## src/rtl/gbi_pkg.sv

```systemverilog
// ---------------------------------------------------------------------------
// gbi_pkg
// Shared types and constants for the bilinear grid lookup block.
// ---------------------------------------------------------------------------
package gbi_pkg;

    localparam int COORD_W   = 32;
    localparam int IN_IDX_W  = 6;
    localparam int GRID_N_W  = 7;
    localparam int CFG_IDX_W = 3;

    typedef enum logic {
        FUNC_WRITE = 1'b0,
        FUNC_QUERY = 1'b1
    } func_t;

    typedef enum logic [CFG_IDX_W-1:0] {
        CFG_X_ORIGIN = 3'd0,
        CFG_Y_ORIGIN = 3'd1,
        CFG_X_SCALE  = 3'd2,
        CFG_Y_SCALE  = 3'd3,
        CFG_GRID_COLS = 3'd4,
        CFG_GRID_ROWS = 3'd5
    } cfg_reg_t;

    typedef struct packed {
        logic s1;
        logic s2;
        logic s3;
    } axis_en_t;

    typedef struct packed {
        func_t                func;
        logic [IN_IDX_W-1:0]  row;
        logic [IN_IDX_W-1:0]  col;
        logic [COORD_W-1:0]   value;
    } wr_item_t;

endpackage

```

## src/rtl/gbi_axis.sv

```systemverilog
// ---------------------------------------------------------------------------
// gbi_axis
// Maps one query coordinate to a grid index and fraction over three stages:
// origin subtract, scale multiply, then clamp and split.
// ---------------------------------------------------------------------------
module gbi_axis #(
    parameter int MAX_N     = 64,
    parameter int FRAC_BITS = 16
) (
    input  logic                                 aclk,
    input  gbi_pkg::axis_en_t                    en,
    input  logic signed [gbi_pkg::COORD_W-1:0]   coord,
    input  logic signed [gbi_pkg::COORD_W-1:0]   origin,
    input  logic        [gbi_pkg::COORD_W-1:0]   scale,
    input  logic        [gbi_pkg::GRID_N_W-1:0]  size,
    output logic        [$clog2(MAX_N)-1:0]      idx,
    output logic        [FRAC_BITS:0]            frac
);

    import gbi_pkg::*;

    localparam int IW        = $clog2(MAX_N);
    localparam int POS_SHIFT = COORD_W - FRAC_BITS;
    localparam int PW        = 2 * COORD_W - POS_SHIFT;
    localparam logic [FRAC_BITS:0] FRAC_ONE = (FRAC_BITS + 1)'(1) << FRAC_BITS;

    logic signed [COORD_W:0]     d_reg;
    logic signed [COORD_W:0]     d_next;
    logic [2*COORD_W-1:0]        prod_reg;
    logic [2*COORD_W-1:0]        prod_next;
    logic [IW-1:0]               idx_reg;
    logic [IW-1:0]               idx_next;
    logic [FRAC_BITS:0]          frac_reg;
    logic [FRAC_BITS:0]          frac_next;
    logic [COORD_W-1:0]          d_lo;
    logic [PW-1:0]               pos;
    logic [PW-1:0]               limit;
    logic [31:0]                 n32;
    logic [31:0]                 size32;

    assign d_next = {coord[COORD_W-1], coord} - {origin[COORD_W-1], origin};
    assign d_lo   = d_reg[COORD_W-1:0];

    always_comb begin
        if (!d_reg[COORD_W] && (d_reg != '0)) begin
            prod_next = d_lo * scale;
        end else begin
            prod_next = '0;
        end
    end

    assign size32 = 32'(size);

    always_comb begin
        if (size32 < 32'd2) begin
            n32 = 32'd2;
        end else if (size32 > 32'(MAX_N)) begin
            n32 = 32'(MAX_N);
        end else begin
            n32 = size32;
        end
    end

    assign pos   = prod_reg[2*COORD_W-1:POS_SHIFT];
    assign limit = PW'(n32 - 32'd1) << FRAC_BITS;

    always_comb begin
        if (pos >= limit) begin
            idx_next  = IW'(n32 - 32'd2);
            frac_next = FRAC_ONE;
        end else begin
            idx_next  = pos[FRAC_BITS+IW-1:FRAC_BITS];
            frac_next = {1'b0, pos[FRAC_BITS-1:0]};
        end
    end

    always_ff @(posedge aclk) begin
        if (en.s1) begin
            d_reg <= d_next;
        end
        if (en.s2) begin
            prod_reg <= prod_next;
        end
        if (en.s3) begin
            idx_reg  <= idx_next;
            frac_reg <= frac_next;
        end
    end

    assign idx  = idx_reg;
    assign frac = frac_reg;

endmodule

```

## config.mk

```make
export PLATFORM = sky130hd
export DESIGN_NAME = gbi_axis
export DESIGN_NICKNAME = d
export VERILOG_FILES = /design/src/rtl/gbi_pkg.sv /design/src/rtl/gbi_axis.sv
export SDC_FILE = /design/constraint.sdc
export NUM_CORES = 2
export LEC_CHECK = 0
export BUFFER_PORTS_ARGS = -buffer_cell sky130_fd_sc_hd__buf_4
export CAP_MARGIN = 10
export CORE_ASPECT_RATIO = 0.8
export CORE_MARGIN = 4
export CORE_UTILIZATION = 45
export CTS_BUF_LIST = sky130_fd_sc_hd__clkbuf_16
export DETAILED_ROUTE_END_ITERATION = 7
export GPL_TIMING_DRIVEN = 0
export HOLD_SLACK_MARGIN = 0.02
export PLACE_DENSITY = 0.63
export SYNTH_ARGS = -nofsm -noshare
export SYNTH_HDL_FRONTEND = slang
export SYNTH_SLANG_ARGS = --single-unit
```

## constraint.sdc

```tcl
create_clock -name aclk -period 19.1 [get_ports aclk]
set_clock_uncertainty 0.2 [all_clocks]
set_input_delay 3.82 -clock aclk [delete_from_list [all_inputs] [get_ports aclk]]
set_output_delay 3.82 -clock aclk [all_outputs]
set_load 0.005 [all_outputs]
```

==> out/qor.log <==
qor: worst_setup_path.setup.worst_path.class in2reg
qor: worst_setup_path.cp.arrival 11.97 ns
qor: logic_synthesis.synth.largest_area_cell sky130_fd_sc_hd__fa_1
qor: clock_tree.cts_hold_repair_buffers 0
qor: global_route.vias_in_the_first_global_route 30,000
qor: place.buffer_ports.inserted 128
qor: clock_tree.cts_max_level 3
qor: global_route.grt_max_degree 49
qor: logic_synthesis.synth.avg_cell_area 9.34 um2
qor: timing.setup-tns-final 0 ns
qor: worst_setup_path.critical_path.endpoint_type flip-flop
qor: drt.drt_first_pass_iters 6
qor: timing.fmax 83.0 MHz
qor: finish.layout-drive-gt1-share 0.0411
qor: place.dp_hpwl 115,000 um
qor: floorplan.fp.dieArea 0.0912 mm2
qor: finish.final_net_count 5,632
qor: floorplan.die_width 337 um
qor: timing.worst_slew_margin_rel 0.0865
qor: clock_tree.ctsRootBufferMaster sky130_fd_sc_hd__clkbuf_16
qor: finish.largest_register_ffs 48
qor: logic_synthesis.postSynthRegisterBits 104
qor: finish.syn_to_final_growth 6.94%
qor: clock_tree.cts.repair_timing.setup_buffer_count 0
qor: drt.drc_marker_count_from_the_first_detailed_route_iteration 2,458
qor: drt.vias_per_cell 5.36
qor: timing.layout_min_cycle_time 12.05 ns
qor: floorplan.initial_utilization 0.453
qor: global_route.grt_first_pass_wirelength 197,000 um
qor: finish.layout.filler_cells 8,253
qor: worst_setup_path.worstSetupStartpointType primary input
qor: min_path.timing.hold.worst.start prod_reg[18]
qor: clock_tree.clkSlewWorstSetupHoldPaths 0.07 ns
qor: logic_synthesis.number_of_enable_type_register_cells_in_the_synthesized_netlist 104
qor: global_route.groute.usage.overall 0.300
qor: global_route.grt_antenna_before_repair 18
qor: floorplan.fp-row-count 96
qor: min_path.worst_hold_path_type reg2reg
qor: clock_tree.cts_made_buffers 9
qor: clock_tree.numClockSinks 104
qor: logic_synthesis.synth_sequential_area_ratio 0.0803
qor: logic_synthesis.netlist_top_cells_area sky130_fd_sc_hd__fa_1, sky130_fd_sc_hd__ha_1, sky130_fd_sc_hd__and2_1
qor: drt.routed_wirelength 135,000 um
qor: drt.avgRoutedWirePerCell 24.8 um
qor: status.run_status completed
qor: floorplan.fp.coreArea 0.0858 mm2
qor: worst_setup_path.r2r_start d_reg[31]
qor: logic_synthesis.synth.cell_area 0.0389 mm2
qor: logic_synthesis.synth.net_count 5,492
qor: floorplan.floorplan.die.height 271 um
qor: timing.finalMaxSlewViolations 0
qor: clock_tree.tritoncts done
qor: logic_synthesis.synth_flop_cell sky130_fd_sc_hd__edfxtp_1
qor: flow_run.drv.max_cap_violation_count 0
qor: logic_synthesis.synth_cell_types 71
qor: clock_tree.max-clock-path-buffers 2
qor: logic_synthesis.synth-async-reset-ratio 0
qor: clock_tree.clk_latency 0.40 ns
qor: place.dpl_cell_area 0.0413 mm2
qor: drt.drc 0
qor: logic_synthesis.yosysWarningCount 0
qor: timing.finalHoldViolations 0
qor: worst_setup_path.crit_start scale[10]
qor: floorplan.ios 130
qor: worst_setup_path.timing.critical_path.required 19.01 ns
qor: clock_tree.post_cts_resized 0
qor: logic_synthesis.yosysTopAreaCellShare 0.461
qor: drt.routed_antenna_nets 0
qor: timing.min_period_over_period 0.631
qor: timing.worst_pin_slew 1.37 ns
qor: finish.finished_cell_area 0.0416 mm2
qor: place.gp_congestion 1.04
qor: drt.route.vias.total 29,100
qor: logic_synthesis.postSynthCellCount 4,162
qor: timing.setup-violations-final 0
qor: timing.rsz0062_at_grt false
qor: global_route.grt_remaining_overflow 0
qor: worst_setup_path.path_max_fanout 10
[worst paths after layout]
check | to | slack (ns) | depth (start not counted)
max | prod_reg[56] | 7.05 | 23
min | frac[2] | 0.36 | 1
max reg2reg | prod_reg[63] | 9.54 | 23
min reg2reg | frac[2] | 0.36 | 1
[cells by family (layout without fill, tap and decap cells)]
group                      after synthesis  count (layout)  share of synthesized area
AOI/OAI and AO/OA                      301             301                     0.0507
xor gates and xnor gates                71              71                     0.0160
adders and majority gates             1223            1223                      0.567
buffers and inverters                 1106            1250                      0.107
DFF                                    104             104                     0.0803
muxes                                    8               8                    0.00232
other                                    0               5                          0
and+or+nand+nor                       1349            1349                      0.177
[per-stage QoR]
stage          hold slack [ns]   util  setup WS, ns  instances
2_1_floorplan            0.314      -          8.11       4162
3_3_place_gp             0.330  0.481          6.74       5417
3_5_place_dp             0.335  0.481          6.72       5417
4_1_cts                  0.360  0.485          7.16       5432
5_1_grt                  0.385  0.485          6.74       5433
6_report                 0.356  0.485          7.05       5438
[critical path: stages]
cell and delay (ns):
sky130_fd_sc_hd__buf_4 0.12, sky130_fd_sc_hd__clkbuf_1 0.66, sky130_fd_sc_hd__and2_1 0.25, sky130_fd_sc_hd__fa_1 0.46, sky130_fd_sc_hd__fa_1 0.72, sky130_fd_sc_hd__inv_1 0.12
sky130_fd_sc_hd__fa_1 0.53, sky130_fd_sc_hd__fa_1 0.55, sky130_fd_sc_hd__inv_1 0.07, sky130_fd_sc_hd__fa_1 0.56, sky130_fd_sc_hd__fa_1 0.43, sky130_fd_sc_hd__fa_1 0.51
sky130_fd_sc_hd__fa_1 0.42, sky130_fd_sc_hd__ha_1 0.41, sky130_fd_sc_hd__nand4_1 0.20, sky130_fd_sc_hd__or3_1 0.41, sky130_fd_sc_hd__a211oi_1 0.46, sky130_fd_sc_hd__o21ai_1 0.25
sky130_fd_sc_hd__a21oi_2 0.29, sky130_fd_sc_hd__o211ai_1 0.19, sky130_fd_sc_hd__a21boi_1 0.24, sky130_fd_sc_hd__o21ai_0 0.10, sky130_fd_sc_hd__nor3b_1 0.16
[Yosys cell counts (all sizes together), types with 12 or more instances]
cell type	number
nand3	17
a21o	44
xor2	23
nor2b	18
xnor2	48
nand4	17
a31oi	14
fa	896
edfxtp	104
nor4	15
clkbuf	205
inv	891
a21oi	95
nor2	101
nand2b	13
ha	327
nand2	522
and2	582
o21ai	54
a211oi	12
nor3	23
o21a	20
[cell type report]
class                   instances  area, um2  share of cell area
multi-input cells            2952      31600               0.760
flip-flops and latches        104       3120              0.0751
inverters                     891       3340              0.0804
repair buffers                129        972              0.0234
clock inverters                 6       77.6             0.00187
clock buffers                   9        225             0.00542
well taps                    1127       1410              0.0339
plain buffers                 215        825              0.0198
diodes                          5       12.5            0.000301
[placed cells by master (no fill, tap or decap), drive strengths merged, types with 11 or more instances in the layout]
| cell type | synthesis | routed |
|---|---|---|
| a21o | 44 | 44 |
| and3 | 11 | 11 |
| nor2b | 18 | 18 |
| edfxtp | 104 | 104 |
| a211oi | 12 | 12 |
| nor2 | 101 | 101 |
| and2 | 582 | 582 |
| clkbuf | 205 | 214 |
| a31oi | 14 | 14 |
| nand4 | 17 | 17 |
| o21bai | 11 | 11 |
| nor3 | 23 | 23 |
| o21a | 20 | 20 |
| xnor2 | 48 | 48 |
| fa | 896 | 896 |
| xor2 | 23 | 23 |
| nand2 | 522 | 522 |
| a21oi | 95 | 95 |
| ha | 327 | 327 |
| nor4 | 15 | 15 |
| inv | 891 | 893 |
| o21ai | 54 | 54 |
| nand3 | 17 | 17 |
| nand2b | 13 | 13 |
| buf | 10 | 139 |
[routing by layer]
| layer | global-route usage | part of all wire |
|---|---|---|
| met4 | 0.0849 | 0.035 |
| met5 | 0.0112 | 0.0015 |
| met3 | 0.168 | 0.16 |
| met1 | 0.416 | 0.42 |
| met2 | 0.399 | 0.38 |
Power is left out: the tool's default activity adds up to more than one toggle a clock period on the data nets, which glitch-free logic cannot reach.
